**config.mk**
```make
export PLATFORM = sky130hd
export DESIGN_NAME = sliding_window_maximum_unit_flat
export DESIGN_NICKNAME = d
export VERILOG_FILES = /design/src/design/swm_pkg.sv /design/src/design/swm_in_if.sv /design/src/design/swm_out_if.sv /design/src/design/swm_cfg_if.sv /design/src/design/sliding_window_maximum_unit.sv /design/src/design/swm_ram.sv /design/src/design/swm_ctrl.sv /design/src/design/swm_dp.sv /design/src/flat_wrapper.sv
export SDC_FILE = /design/constraint.sdc
export NUM_CORES = 2
export LEC_CHECK = 0
export ABC_AREA = 1
export BUFFER_PORTS_ARGS = -buffer_cell sky130_fd_sc_hd__buf_2
export CORE_UTILIZATION = 27
export CTS_CLUSTER_DIAMETER = 30
export DETAILED_ROUTE_END_ITERATION = 12
export PLACE_DENSITY = 0.44
export SYNTH_ARGS = -nofsm -noshare
export SYNTH_HDL_FRONTEND = slang
export SYNTH_SLANG_ARGS = --single-unit
export TNS_END_PERCENT = 20
```
**constraint.sdc**
```tcl
create_clock -name clk -period 9.2 [get_ports clk]
set_input_delay 0.92 -clock clk [delete_from_list [all_inputs] [get_ports clk]]
set_output_delay 0.92 -clock clk [all_outputs]
set_load 0.02 [all_outputs]
```
**src/design/swm_pkg.sv**
```systemverilog
`default_nettype none
package swm_pkg;

    localparam int WL_WIDTH = 7;

    typedef enum logic [2:0] {
        S_IDLE,
        S_HEAD_RD,
        S_HEAD_CHK,
        S_TAIL_RD,
        S_TAIL_CHK,
        S_PUSH,
        S_OUT_RD,
        S_OUT_LD
    } state_t;

    typedef struct packed {
        logic capture;
        logic rd_tail;
        logic head_pop;
        logic tail_pop;
        logic push;
        logic out_load;
        logic finish;
    } cmd_t;

    typedef struct packed {
        logic count_zero;
        logic head_expired;
        logic tail_dominated;
        logic win_full;
        logic out_free;
    } status_t;

endpackage
`default_nettype wire

```
**src/design/swm_in_if.sv**
```systemverilog
`default_nettype none
interface swm_in_if #(
    parameter int SAMPLE_WIDTH = 32
);
    logic                           valid;
    logic                           ready;
    logic signed [SAMPLE_WIDTH-1:0] sample;
    logic                           last_sample;

    modport source (output valid, sample, last_sample, input ready);
    modport sink   (input valid, sample, last_sample, output ready);
endinterface
`default_nettype wire

```
**src/design/swm_out_if.sv**
```systemverilog
`default_nettype none
interface swm_out_if #(
    parameter int SAMPLE_WIDTH = 32
);
    logic                           valid;
    logic                           ready;
    logic signed [SAMPLE_WIDTH-1:0] window_max;
    logic                           final_result;

    modport source (output valid, window_max, final_result, input ready);
    modport sink   (input valid, window_max, final_result, output ready);
endinterface
`default_nettype wire

```
**src/design/swm_cfg_if.sv**
```systemverilog
`default_nettype none
interface swm_cfg_if;
    import swm_pkg::*;

    logic                valid;
    logic                ready;
    logic [WL_WIDTH-1:0] window_length;

    modport source (output valid, window_length, input ready);
    modport sink   (input valid, window_length, output ready);
endinterface
`default_nettype wire

```
**src/design/sliding_window_maximum_unit.sv**
```systemverilog
`default_nettype none
// Running maximum over the last window_length signed samples of a sequence
// (window_length 0 acts as 1, values above MAX_WINDOW act as MAX_WINDOW).
// Candidates live in a monotonic deque held in a single-port-read memory
// of MAX_WINDOW entries, so each sample is worked on alone: accept, head
// check, tail check, append, head read and result load; an empty deque
// skips both checks, head read and result load follow only once the
// window is full, each candidate dropped from either end costs another read
// and check, and the result load waits for the result register to free. The
// one read port of the candidate memory serialises these steps. No result appears until
// window_length samples of the sequence have arrived; last_sample is echoed
// on final_result and clears the sequence state once the item is done. The
// result register lets the next sample start while a result waits. The
// window register may be written only while the block is idle.
module sliding_window_maximum_unit #(
    parameter int MAX_WINDOW   = 64,
    parameter int SAMPLE_WIDTH = 32
) (
    input wire logic   clk,
    input wire logic   rst_n,
    swm_in_if.sink     samples,
    swm_out_if.source  results,
    swm_cfg_if.sink    cfg
);
    import swm_pkg::*;

    cmd_t    cmd;
    status_t status;
    state_t  state;

    assign cfg.ready = 1'b1;

    swm_ctrl u_ctrl (
        .clk      (clk),
        .rst_n    (rst_n),
        .in_valid (samples.valid),
        .in_ready (samples.ready),
        .status   (status),
        .cmd      (cmd),
        .state    (state)
    );

    swm_dp #(
        .MAX_WINDOW   (MAX_WINDOW),
        .SAMPLE_WIDTH (SAMPLE_WIDTH)
    ) u_dp (
        .clk       (clk),
        .rst_n     (rst_n),
        .cmd       (cmd),
        .status    (status),
        .in_sample (samples.sample),
        .in_last   (samples.last_sample),
        .cfg_we    (cfg.valid && cfg.ready),
        .cfg_data  (cfg.window_length),
        .out_valid (results.valid),
        .out_ready (results.ready),
        .out_max   (results.window_max),
        .out_final (results.final_result)
    );

    a_load_free: assert property (@(posedge clk) disable iff (!rst_n)
        cmd.out_load |-> status.out_free)
        else $error("result loaded over a pending result");

    a_pop_nonempty: assert property (@(posedge clk) disable iff (!rst_n)
        (cmd.head_pop || cmd.tail_pop) |-> !status.count_zero)
        else $error("pop from an empty deque");

    a_one_item: assert property (@(posedge clk) disable iff (!rst_n)
        (samples.valid && samples.ready) |=> !samples.ready)
        else $error("second item taken while one is in flight");

    a_push_once: assert property (@(posedge clk) disable iff (!rst_n)
        cmd.push |-> (state == S_PUSH) ##1 !cmd.push)
        else $error("append repeated for one item");
endmodule
`default_nettype wire

```
**src/design/swm_ram.sv**
```systemverilog
`default_nettype none
module swm_ram #(
    parameter int WIDTH = 39,
    parameter int DEPTH = 64
) (
    input  wire logic                     clk,
    input  wire logic                     we,
    input  wire logic [$clog2(DEPTH)-1:0] waddr,
    input  wire logic [WIDTH-1:0]         wdata,
    input  wire logic [$clog2(DEPTH)-1:0] raddr,
    output logic      [WIDTH-1:0]         rdata
);
    logic [WIDTH-1:0] mem [DEPTH];

    always_ff @(posedge clk)
    begin
        if (we)
        begin
            mem[waddr] <= wdata;
        end
        rdata <= mem[raddr];
    end
endmodule
`default_nettype wire

```
**src/design/swm_ctrl.sv**
```systemverilog
`default_nettype none
module swm_ctrl (
    input  wire logic             clk,
    input  wire logic             rst_n,
    input  wire logic             in_valid,
    output logic                  in_ready,
    input  wire swm_pkg::status_t status,
    output swm_pkg::cmd_t         cmd,
    output swm_pkg::state_t       state
);
    import swm_pkg::*;

    state_t state_reg;
    state_t state_next;

    assign state = state_reg;

    always_ff @(posedge clk or negedge rst_n)
    begin
        if (!rst_n)
        begin
            state_reg <= S_IDLE;
        end
        else
        begin
            state_reg <= state_next;
        end
    end

    always_comb
    begin
        state_next = state_reg;
        cmd        = '0;
        in_ready   = 1'b0;
        case (state_reg)
            S_IDLE:
            begin
                in_ready = 1'b1;
                if (in_valid)
                begin
                    cmd.capture = 1'b1;
                    state_next  = S_HEAD_RD;
                end
            end
            S_HEAD_RD:
            begin
                state_next = status.count_zero ? S_PUSH : S_HEAD_CHK;
            end
            S_HEAD_CHK:
            begin
                if (status.head_expired)
                begin
                    cmd.head_pop = 1'b1;
                    state_next   = S_HEAD_RD;
                end
                else
                begin
                    state_next = S_TAIL_RD;
                end
            end
            S_TAIL_RD:
            begin
                cmd.rd_tail = 1'b1;
                state_next  = status.count_zero ? S_PUSH : S_TAIL_CHK;
            end
            S_TAIL_CHK:
            begin
                if (status.tail_dominated)
                begin
                    cmd.tail_pop = 1'b1;
                    state_next   = S_TAIL_RD;
                end
                else
                begin
                    state_next = S_PUSH;
                end
            end
            S_PUSH:
            begin
                cmd.push = 1'b1;
                if (status.win_full)
                begin
                    state_next = S_OUT_RD;
                end
                else
                begin
                    cmd.finish = 1'b1;
                    state_next = S_IDLE;
                end
            end
            S_OUT_RD:
            begin
                state_next = S_OUT_LD;
            end
            S_OUT_LD:
            begin
                if (status.out_free)
                begin
                    cmd.out_load = 1'b1;
                    cmd.finish   = 1'b1;
                    state_next   = S_IDLE;
                end
            end
            default:
            begin
                state_next = S_IDLE;
            end
        endcase
    end
endmodule
`default_nettype wire

```
**src/design/swm_dp.sv**
```systemverilog
`default_nettype none
module swm_dp #(
    parameter int MAX_WINDOW   = 64,
    parameter int SAMPLE_WIDTH = 32
) (
    input  wire logic                              clk,
    input  wire logic                              rst_n,
    input  wire swm_pkg::cmd_t                     cmd,
    output swm_pkg::status_t                       status,
    input  wire logic signed [SAMPLE_WIDTH-1:0]    in_sample,
    input  wire logic                              in_last,
    input  wire logic                              cfg_we,
    input  wire logic [swm_pkg::WL_WIDTH-1:0]      cfg_data,
    output logic                                   out_valid,
    input  wire logic                              out_ready,
    output logic signed [SAMPLE_WIDTH-1:0]         out_max,
    output logic                                   out_final
);
    import swm_pkg::*;

    localparam int AW   = $clog2(MAX_WINDOW);
    localparam int CW   = $clog2(MAX_WINDOW + 1);
    localparam int PW   = $clog2(2 * MAX_WINDOW);
    localparam int WLE  = (CW > WL_WIDTH) ? CW : WL_WIDTH;
    localparam int EW   = SAMPLE_WIDTH + PW;
    localparam logic [AW-1:0] IDX_LAST  = AW'(MAX_WINDOW - 1);
    localparam logic [PW-1:0] POS_LAST  = PW'(2 * MAX_WINDOW - 1);
    localparam logic [PW:0]   POS_MOD   = (PW + 1)'(2 * MAX_WINDOW);
    localparam logic [WLE-1:0] WIN_MAX  = WLE'(MAX_WINDOW);

    logic signed [SAMPLE_WIDTH-1:0] sample_reg;
    logic                           last_reg;
    logic [WL_WIDTH-1:0]            wl_reg;
    logic [AW-1:0]                  head_reg, head_next;
    logic [AW-1:0]                  tail_reg, tail_next;
    logic [CW-1:0]                  count_reg, count_next;
    logic [PW-1:0]                  pos_reg, pos_next;
    logic [CW-1:0]                  fill_reg, fill_next;
    logic                           out_valid_reg;
    logic signed [SAMPLE_WIDTH-1:0] max_reg;
    logic                           final_reg;

    logic [AW-1:0]                  head_inc, tail_inc, tail_dec;
    logic [AW-1:0]                  raddr;
    logic [EW-1:0]                  rdata;
    logic signed [SAMPLE_WIDTH-1:0] rd_value;
    logic [PW-1:0]                  rd_pos;
    logic [PW:0]                    age;
    logic [WLE-1:0]                 wl_ext;
    logic [CW-1:0]                  win;
    logic [CW-1:0]                  fill_sat;

    // effective window, clamped to 1..MAX_WINDOW
    always_comb
    begin
        wl_ext = WLE'(wl_reg);
        if (wl_reg == '0)
        begin
            win = CW'(1);
        end
        else if (wl_ext > WIN_MAX)
        begin
            win = CW'(MAX_WINDOW);
        end
        else
        begin
            win = CW'(wl_ext);
        end
    end

    assign head_inc = (head_reg == IDX_LAST) ? '0 : head_reg + AW'(1);
    assign tail_inc = (tail_reg == IDX_LAST) ? '0 : tail_reg + AW'(1);
    assign tail_dec = (tail_reg == '0) ? IDX_LAST : tail_reg - AW'(1);
    assign raddr    = cmd.rd_tail ? tail_dec : head_reg;

    swm_ram #(
        .WIDTH (EW),
        .DEPTH (MAX_WINDOW)
    ) u_ram (
        .clk   (clk),
        .we    (cmd.push),
        .waddr (tail_reg),
        .wdata ({sample_reg, pos_reg}),
        .raddr (raddr),
        .rdata (rdata)
    );

    assign rd_value = rdata[EW-1:PW];
    assign rd_pos   = rdata[PW-1:0];

    // age modulo twice the window capacity
    always_comb
    begin
        if (pos_reg >= rd_pos)
        begin
            age = {1'b0, pos_reg} - {1'b0, rd_pos};
        end
        else
        begin
            age = {1'b0, pos_reg} + POS_MOD - {1'b0, rd_pos};
        end
    end

    assign fill_sat = (fill_reg < win) ? fill_reg + CW'(1) : win;

    assign status.count_zero     = (count_reg == '0);
    assign status.head_expired   = (age >= (PW + 1)'(win));
    assign status.tail_dominated = (rd_value <= sample_reg);
    assign status.win_full       = (fill_sat == win);
    assign status.out_free       = !out_valid_reg || out_ready;

    always_comb
    begin
        head_next  = head_reg;
        tail_next  = tail_reg;
        count_next = count_reg;
        pos_next   = pos_reg;
        fill_next  = fill_reg;
        if (cmd.head_pop)
        begin
            head_next  = head_inc;
            count_next = count_reg - CW'(1);
        end
        if (cmd.tail_pop)
        begin
            tail_next  = tail_dec;
            count_next = count_reg - CW'(1);
        end
        if (cmd.push)
        begin
            tail_next  = tail_inc;
            count_next = count_reg + CW'(1);
            pos_next   = (pos_reg == POS_LAST) ? '0 : pos_reg + PW'(1);
            fill_next  = fill_sat;
        end
        // end of sequence wipes the deque
        if (cmd.finish && last_reg)
        begin
            head_next  = '0;
            tail_next  = '0;
            count_next = '0;
            pos_next   = '0;
            fill_next  = '0;
        end
    end

    always_ff @(posedge clk or negedge rst_n)
    begin
        if (!rst_n)
        begin
            wl_reg        <= WL_WIDTH'(1);
            head_reg      <= '0;
            tail_reg      <= '0;
            count_reg     <= '0;
            pos_reg       <= '0;
            fill_reg      <= '0;
            out_valid_reg <= 1'b0;
        end
        else
        begin
            if (cfg_we)
            begin
                wl_reg <= cfg_data;
            end
            head_reg  <= head_next;
            tail_reg  <= tail_next;
            count_reg <= count_next;
            pos_reg   <= pos_next;
            fill_reg  <= fill_next;
            if (cmd.out_load)
            begin
                out_valid_reg <= 1'b1;
            end
            else if (out_ready)
            begin
                out_valid_reg <= 1'b0;
            end
        end
    end

    always_ff @(posedge clk)
    begin
        if (cmd.capture)
        begin
            sample_reg <= in_sample;
            last_reg   <= in_last;
        end
        if (cmd.out_load)
        begin
            max_reg   <= rd_value;
            final_reg <= last_reg;
        end
    end

    assign out_valid = out_valid_reg;
    assign out_max   = max_reg;
    assign out_final = final_reg;
endmodule
`default_nettype wire
```
**src/flat_wrapper.sv**
```systemverilog
// flat-port wrapper written by rule: the top's interface ports become plain ports
module sliding_window_maximum_unit_flat import swm_pkg::*;
#(
    parameter int MAX_WINDOW   = 64,
    parameter int SAMPLE_WIDTH = 32
)
  (clk, rst_n, samples_valid, samples_sample, samples_last_sample, samples_ready, results_valid, results_window_max, results_final_result, results_ready, cfg_valid, cfg_window_length, cfg_ready);
  swm_in_if #(.SAMPLE_WIDTH(SAMPLE_WIDTH)) samples_i ();
  swm_out_if #(.SAMPLE_WIDTH(SAMPLE_WIDTH)) results_i ();
  swm_cfg_if cfg_i ();
  input wire logic clk;
  input wire logic rst_n;
  input wire logic [$bits(samples_i.valid)-1:0] samples_valid;
  input wire logic [$bits(samples_i.sample)-1:0] samples_sample;
  input wire logic [$bits(samples_i.last_sample)-1:0] samples_last_sample;
  output wire logic [$bits(samples_i.ready)-1:0] samples_ready;
  output wire logic [$bits(results_i.valid)-1:0] results_valid;
  output wire logic [$bits(results_i.window_max)-1:0] results_window_max;
  output wire logic [$bits(results_i.final_result)-1:0] results_final_result;
  input wire logic [$bits(results_i.ready)-1:0] results_ready;
  input wire logic [$bits(cfg_i.valid)-1:0] cfg_valid;
  input wire logic [$bits(cfg_i.window_length)-1:0] cfg_window_length;
  output wire logic [$bits(cfg_i.ready)-1:0] cfg_ready;
  assign samples_i.valid = samples_valid;
  assign samples_i.sample = samples_sample;
  assign samples_i.last_sample = samples_last_sample;
  assign samples_ready = samples_i.ready;
  assign results_valid = results_i.valid;
  assign results_window_max = results_i.window_max;
  assign results_final_result = results_i.final_result;
  assign results_i.ready = results_ready;
  assign cfg_i.valid = cfg_valid;
  assign cfg_i.window_length = cfg_window_length;
  assign cfg_ready = cfg_i.ready;
  sliding_window_maximum_unit #(.MAX_WINDOW(MAX_WINDOW), .SAMPLE_WIDTH(SAMPLE_WIDTH)) u_core (.clk(clk), .rst_n(rst_n), .samples(samples_i), .results(results_i), .cfg(cfg_i));
endmodule
```
After elaboration in Yosys (flattened, before gate mapping)

Memory sizes are Yosys's and may differ from the RTL's. A register that Yosys moved wholly into a read port is not among the register bits.
Cells that the tools add are included.

Add/sub/neg operators: 10
Magnitude comparators: 5
Equality and inequality tests: 13
Muxes and demuxes: 47
Reductions and logical operators: 13

Operators by type and width:

| kind                                                  | number |
|---|---|
| 2-to-1 mux 7 bit                                      | 12 |
| 2-to-1 mux 6 bit                                      | 9 |
| less-or-equal comparator 32 bit                       | 1 |
| one-hot mux 3 bit (8 select lines)                    | 1 |
| adder 7 x 1 -> 7 bit (second input constant)          | 3 |
| 2-to-1 mux 1 bit                                      | 16 |
| 2-to-1 mux 3 bit                                      | 5 |
| logical NOT 7 bit                                     | 2 |
| adder 6 x 1 -> 6 bit (second input constant)          | 2 |
| equality test 3 bit (second input constant)           | 4 |
| equality test 6 bit (second input constant)           | 2 |
| adder 7 x 8 -> 8 bit (second input constant)          | 1 |
| greater-or-equal comparator 8 x 7 -> 1 bit            | 1 |
| 2-to-1 mux 8 bit                                      | 1 |
| subtractor 7 x 7 -> 8 bit                             | 1 |
| subtractor 8 x 7 -> 8 bit                             | 1 |
| equality test 7 bit                                   | 1 |
| equality test 7 bit (second input constant)           | 1 |
| greater-or-equal comparator 7 bit                     | 1 |
| greater-than comparator 7 bit (second input constant) | 1 |
| less-than comparator 7 bit                            | 1 |
| subtractor 7 x 1 -> 7 bit (second input constant)     | 1 |
| equality test 3 x 2 -> 1 bit (second input constant)  | 2 |
| logical NOT 6 bit                                     | 1 |
| other kinds (14)                                      | 17 |

Bits in registers: 110
RAM bits: 2496
Input port bits: 45
Output and inout bits: 36
Word-level logic and storage cells: 101
Memories kept: 1

Memories:

| memory                | words | bits a word | rd ports | clocked after Yosys merged registers in | wr ports | RTL line      | source |
|---|---|---|---|---|---|---|---|
| u_core.u_dp.u_ram.mem | 64    | 39          | 1        | 1                                       | 1        | swm_ram.sv:13 | `logic [WIDTH-1:0] mem [DEPTH];` |

Longest topological paths before layout

Word-level depth: 10
Gate-level depth with buffers: 19
Mapped depth without buffers: 19

Hierarchy

A second synthesis with hierarchy kept.

Cells, all modules: 8936
Area total of the unflattened synthesis: 107495.6 sq um

By module, submodules not included:

| module                      | instances | cells an instance | area an instance (sq um) | sequential area each (sq um) |
|---|---|---|---|---|
| swm_ram                     | 1         | 8234              | 101092.0                 | 75732.6 |
| swm_dp                      | 1         | 655               | 6124.6                   | 3009.1 |
| swm_ctrl                    | 1         | 45                | 267.8                    | 75.1 |
| sliding_window_maximum_unit | 1         | 2                 | 11.3                     | 0.0 |

Worst setup path before layout

OpenSTA, ideal clock, no wires.

Path type: in2reg
Start: input samples_valid
End: register u_core.u_dp.last_reg (enable)
Setup time: 0.464 ns
Data arrival time: 3.246 ns
Data required time: 8.736 ns
Setup slack: 5.490 ns
Stages on the path: 2
Buffers on the path: 0
Cells stage by stage: inv_1 > nor3_1

RTL lines:

| element                | RTL line           | source |
|---|---|---|
| start: declaration     | flat_wrapper.sv:13 | `input wire logic [$bits(samples_i.valid)-1:0] samples_valid;` |
| end signal: assignment | swm_dp.sv:186      | `last_reg <= in_last;` |
| end: declaration       | swm_dp.sv:32       | `logic last_reg;` |

Final worst setup path

Start: register u_core.u_dp.tail_reg[0]
End: register u_core.u_dp.u_ram.rdata[7] (read register of u_core.u_dp.u_ram.mem)

Word-level cells in the longest chain between the ends: 3
Elaborated cells on any way between the ends: 4
Classes of those cells: add/sub: 1; mux: 2; reduce/logical: 1

RTL lines:

| element                                                               | RTL line      | source |
|---|---|---|
| start: declaration                                                    | swm_dp.sv:35  | `logic [AW-1:0] tail_reg, tail_next;` |
| start signal: assignment                                              | swm_dp.sv:166 | `tail_reg <= tail_next;` |
| subtractor 6 x 1 -> 6 bit / logical NOT 6 bit (equally long branches) | swm_dp.sv:73  | `assign tail_dec = (tail_reg == '0) ? IDX_LAST : tail_reg - AW'(1);` |
| 2-to-1 mux 6 bit *                                                    | swm_dp.sv:73  |  |
| 2-to-1 mux 6 bit *                                                    | swm_dp.sv:74  | `assign raddr = cmd.rd_tail ? tail_dec : head_reg;` |
| end: declaration                                                      | swm_ram.sv:11 | `output logic [WIDTH-1:0] rdata` |

Mark *: on every way between the ends. The rest lies on a longest branch, timed or not.
A chain may end at the register's enable or synchronous reset.

==> qor.yml <==
finish:
  nNetsFinal: 8232
  seq_area_mm2: 0.07883
  fin_util_pct: 33.83
  largest_reg_flops: 2496
  fin_cells: 13770
  area_delta_synth_final_pct: 24.45
  drive_gt1_share_pct: 14.56
  top_register: "u_core.u_dp.u_ram.mem"
  mostFrequentLayoutCells: "2562 x edfxtp_1, 1283 x nor2_1, 939 x o21ai_0"
  layout_commonest_cell: "edfxtp_1"
  multi_input_area_mm2: 0.02359
  fill_cells: 37670
  reg.largest.list: "u_core.u_dp.u_ram.mem (2496), u_core.u_dp.u_ram.rdata (39)"
clocking:
  cts_root_buf: "clkbuf_16"
  worst_skew_pair.late_latency_ns: 1.03
  cts.repair.resized: 0
  path_clk_slew_ns: 0.05
  cts_setup_buffers: 0
  cts_buffers: 575
  htree_levels: 6
  clock-sinks: 2645
  cts_hold_buffers: 0
  tritoncts: "done"
  clockBufferDepth: 4
worst_setup_path:
  critPathLaunchType: "register"
  cp-end-kind: "register"
  path_cells: "inv_1 -> ha_1 -> o21ai_4 -> buf_12 -> buf_4 -> buf_4 -> o21ai_0 -> o22ai_1 -> nand2_1 -> nand2_1 -> nand2_1 -> nand3_1 -> nand3_1 -> nand2_1"
  r2r_cells: 14
  path_common_cell: "nand2_1"
  critPathKind: "register to register"
  crit_arrival_ns: 6.27
  r2r-start: "u_core.u_dp.tail_reg[0]$_DFFE_PN0P_"
  crit-reg2reg-capture: "u_core.u_dp.u_ram.rdata[7]$_DFF_P_"
  slowest_stage: "buf_4"
  r2r_slack_ns: 3.87
  crit_required_ns: 10.14
  cp_max_fo: 157
  worst_path_largest_cell_delay_ns: 0.79
global_routing:
  use_met3_pct: 2.719
  grt_busiest_layer: "met2"
  grt_pass1_wl_um: 543300
  grtUsageMet2_pct: 31.80
  antenna_found_initial: 19
  use_met1_pct: 25.93
  grt_overflow: 0
  grt_max_degree: 210
  grt_usage_pct: 19.38
  grt_pass1_vias: 69850
drt:
  vias: 70830
  drt_pass1_iterations: 5
  routed_wirelength_um: 390500
  drt_iter0_drc: 7387
  drt-wirelength-per-cell_um: 28.35
  drcViolationCount: 0
  antenna_left: 0
  drt-vias-per-instance: 5.143
floorplan:
  start_util_pct: 27.18
  rows: 228
  fp.dieH_um: 625.6
  core-area_mm2: 0.3863
  dieArea_mm2: 0.3914
  io_pins: 81
  die_x_um: 625.6
place:
  place.gp.congestion: 0.8321
  dp_slack_ns: 4.023
  dp_cells: 12720
  hpwl_um: 202200
  io_buffers: 79
timing:
  period_share_pct: 57.88
  setup_viol: 0
  max_freq_mhz: 187.8
  rsz0062_at_grt: "no"
  max_slew_margin_pct: 9.155
  clock_skew_ns: 0.04680
  min_period_ns: 5.325
  drv_slew: 0
  hold_viol: 0
  tightest_slew_ns: 1.359
  fin_ws_ns: 3.875
  setup-tns-final_ns: 0
synthesis:
  syn_area_mm2: 0.1050
  ys_ff_latch: 2645
  ys_warn_count: 0
  syn-instance-count: 7836
  avgSynthCellArea_um2: 13.40
  synth-edff-count: 2562
  synth_cell_types: 53
  ys.flop_type: "edfxtp_1"
  async_flop_share_pct: 1.664
  synth_nets: 7946
  seq_area_frac_synth_pct: 75.06
power:
  p_int_w: 0.03190
  max-vdd-ir-drop_mv: 0.3661
  swShare_pct: 38.26
  p_clk_share_pct: 39.4
  p_leak_nw: 43.04
  p_per_area_mw_per_mm2: 395.5
  power.net_switching_w: 0.01977
  comb_power_share_pct: 32.1
  power_frac_seq_pct: 28.5
worst_hold_path:
  min_path_type: "input pin to asynchronous set/reset pin"
job:
  timing.max_cap.violations: 0
status:
  outcome: "completed"
synthesized netlist by cell type (63+ instances only):
| master | n | share of area, % |
|---|---|---|
| o221ai_1 | 427 | 3.6 |
| buf_2 | 274 | 1.3 |
| nand3_1 | 537 | 2.6 |
| nor2_1 | 1349 | 4.8 |
| nand2_1 | 490 | 1.8 |
| o21ai_0 | 939 | 4.5 |
| o22ai_1 | 157 | 0.94 |
| clkbuf_1 | 188 | 0.67 |
| ha_1 | 63 | 0.75 |
| edfxtp_1 | 2562 | 73 |
| o21ai_1 | 336 | 1.6 |
| inv_1 | 110 | 0.39 |
critical path: cells and delay by family, from the launching register on:
family | cells | cell delay, ns
buffers and inverters | 4 | 2.49
and+or+nand+nor | 6 | 0.93
AOI/OAI and AO/OA | 3 | 0.64
adders and majority gates | 1 | 0.41
DFF | 1 | 0.59
cell type report:
class / count / area share [%]
diodes: 8 / 0.01532
clock buffers: 692 / 11.67
clock inverters: 353 / 3.066
inverters: 121 / 0.3811
multi-input cells: 4512 / 18.05
flip-flops and latches: 2645 / 60.33
well taps: 5175 / 4.955
repair buffers: 267 / 1.536
worst max-delay path by stage:
stage / start / end / cells after the start
6_report: u_core.u_dp.tail_reg[0]$_DFFE_PN0P_ / u_core.u_dp.u_ram.rdata[7]$_DFF_P_ / 14
5_1_grt: u_core.u_dp.tail_reg[0]$_DFFE_PN0P_ / u_core.u_dp.u_ram.rdata[32]$_DFF_P_ / 14
4_1_cts: u_core.u_dp.tail_reg[0]$_DFFE_PN0P_ / u_core.u_dp.u_ram.rdata[7]$_DFF_P_ / 14
3_5_place_dp: u_core.u_dp.tail_reg[0]$_DFFE_PN0P_ / u_core.u_dp.u_ram.rdata[24]$_DFF_P_ / 12
3_3_place_gp: u_core.u_dp.tail_reg[0]$_DFFE_PN0P_ / u_core.u_dp.u_ram.rdata[24]$_DFF_P_ / 12
2_1_floorplan: samples_valid / u_core.u_dp.last_reg$_DFFE_PP_ / 2
cell families after synthesis:
logic type                 count (synthesis)  synth area share (%)
and+or+nand+nor                         2416                 9.397
AOI/OAI and AO/OA                       2008                 11.58
muxes                                      2               0.02145
DFF                                     2645                 75.06
other                                      1              0.003571
adders and majority gates                 65                0.7889
buffers and inverters                    679                 2.983
xor gates and xnor gates                  20                0.1668
metal layers:
layer,part of all wire [%],vias to the layer above
li1,-,30400
met1,43,36790
met2,47,2984
met3,6.3,651
met4,3.8,6
met5,0.011,-
power groups by stage:
stage	Clock, W	Sequential [W]	Combinational, W
after floorplan	0	0.0149	0.0101
after global routing	0.0211	0.0147	0.0180
final	0.0203	0.0147	0.0166
after global placement	0	0.0150	0.0165
after detailed placement	0	0.0150	0.0166
after CTS	0.0206	0.0147	0.0166
through the flow:
step | hold WS (ns) | instance area, µm² | power [W]
2_1_floorplan | 0.4082 | 105000 | 0.02495
3_3_place_gp | 0.4946 | 111400 | 0.03145
3_5_place_dp | 0.4984 | 111400 | 0.03153
4_1_cts | 0.01016 | 130600 | 0.05195
5_1_grt | 0.06416 | 130700 | 0.05385
6_report | 0.05115 | 130700 | 0.05167
No activity file was read; power rests on OpenSTA's default activity.
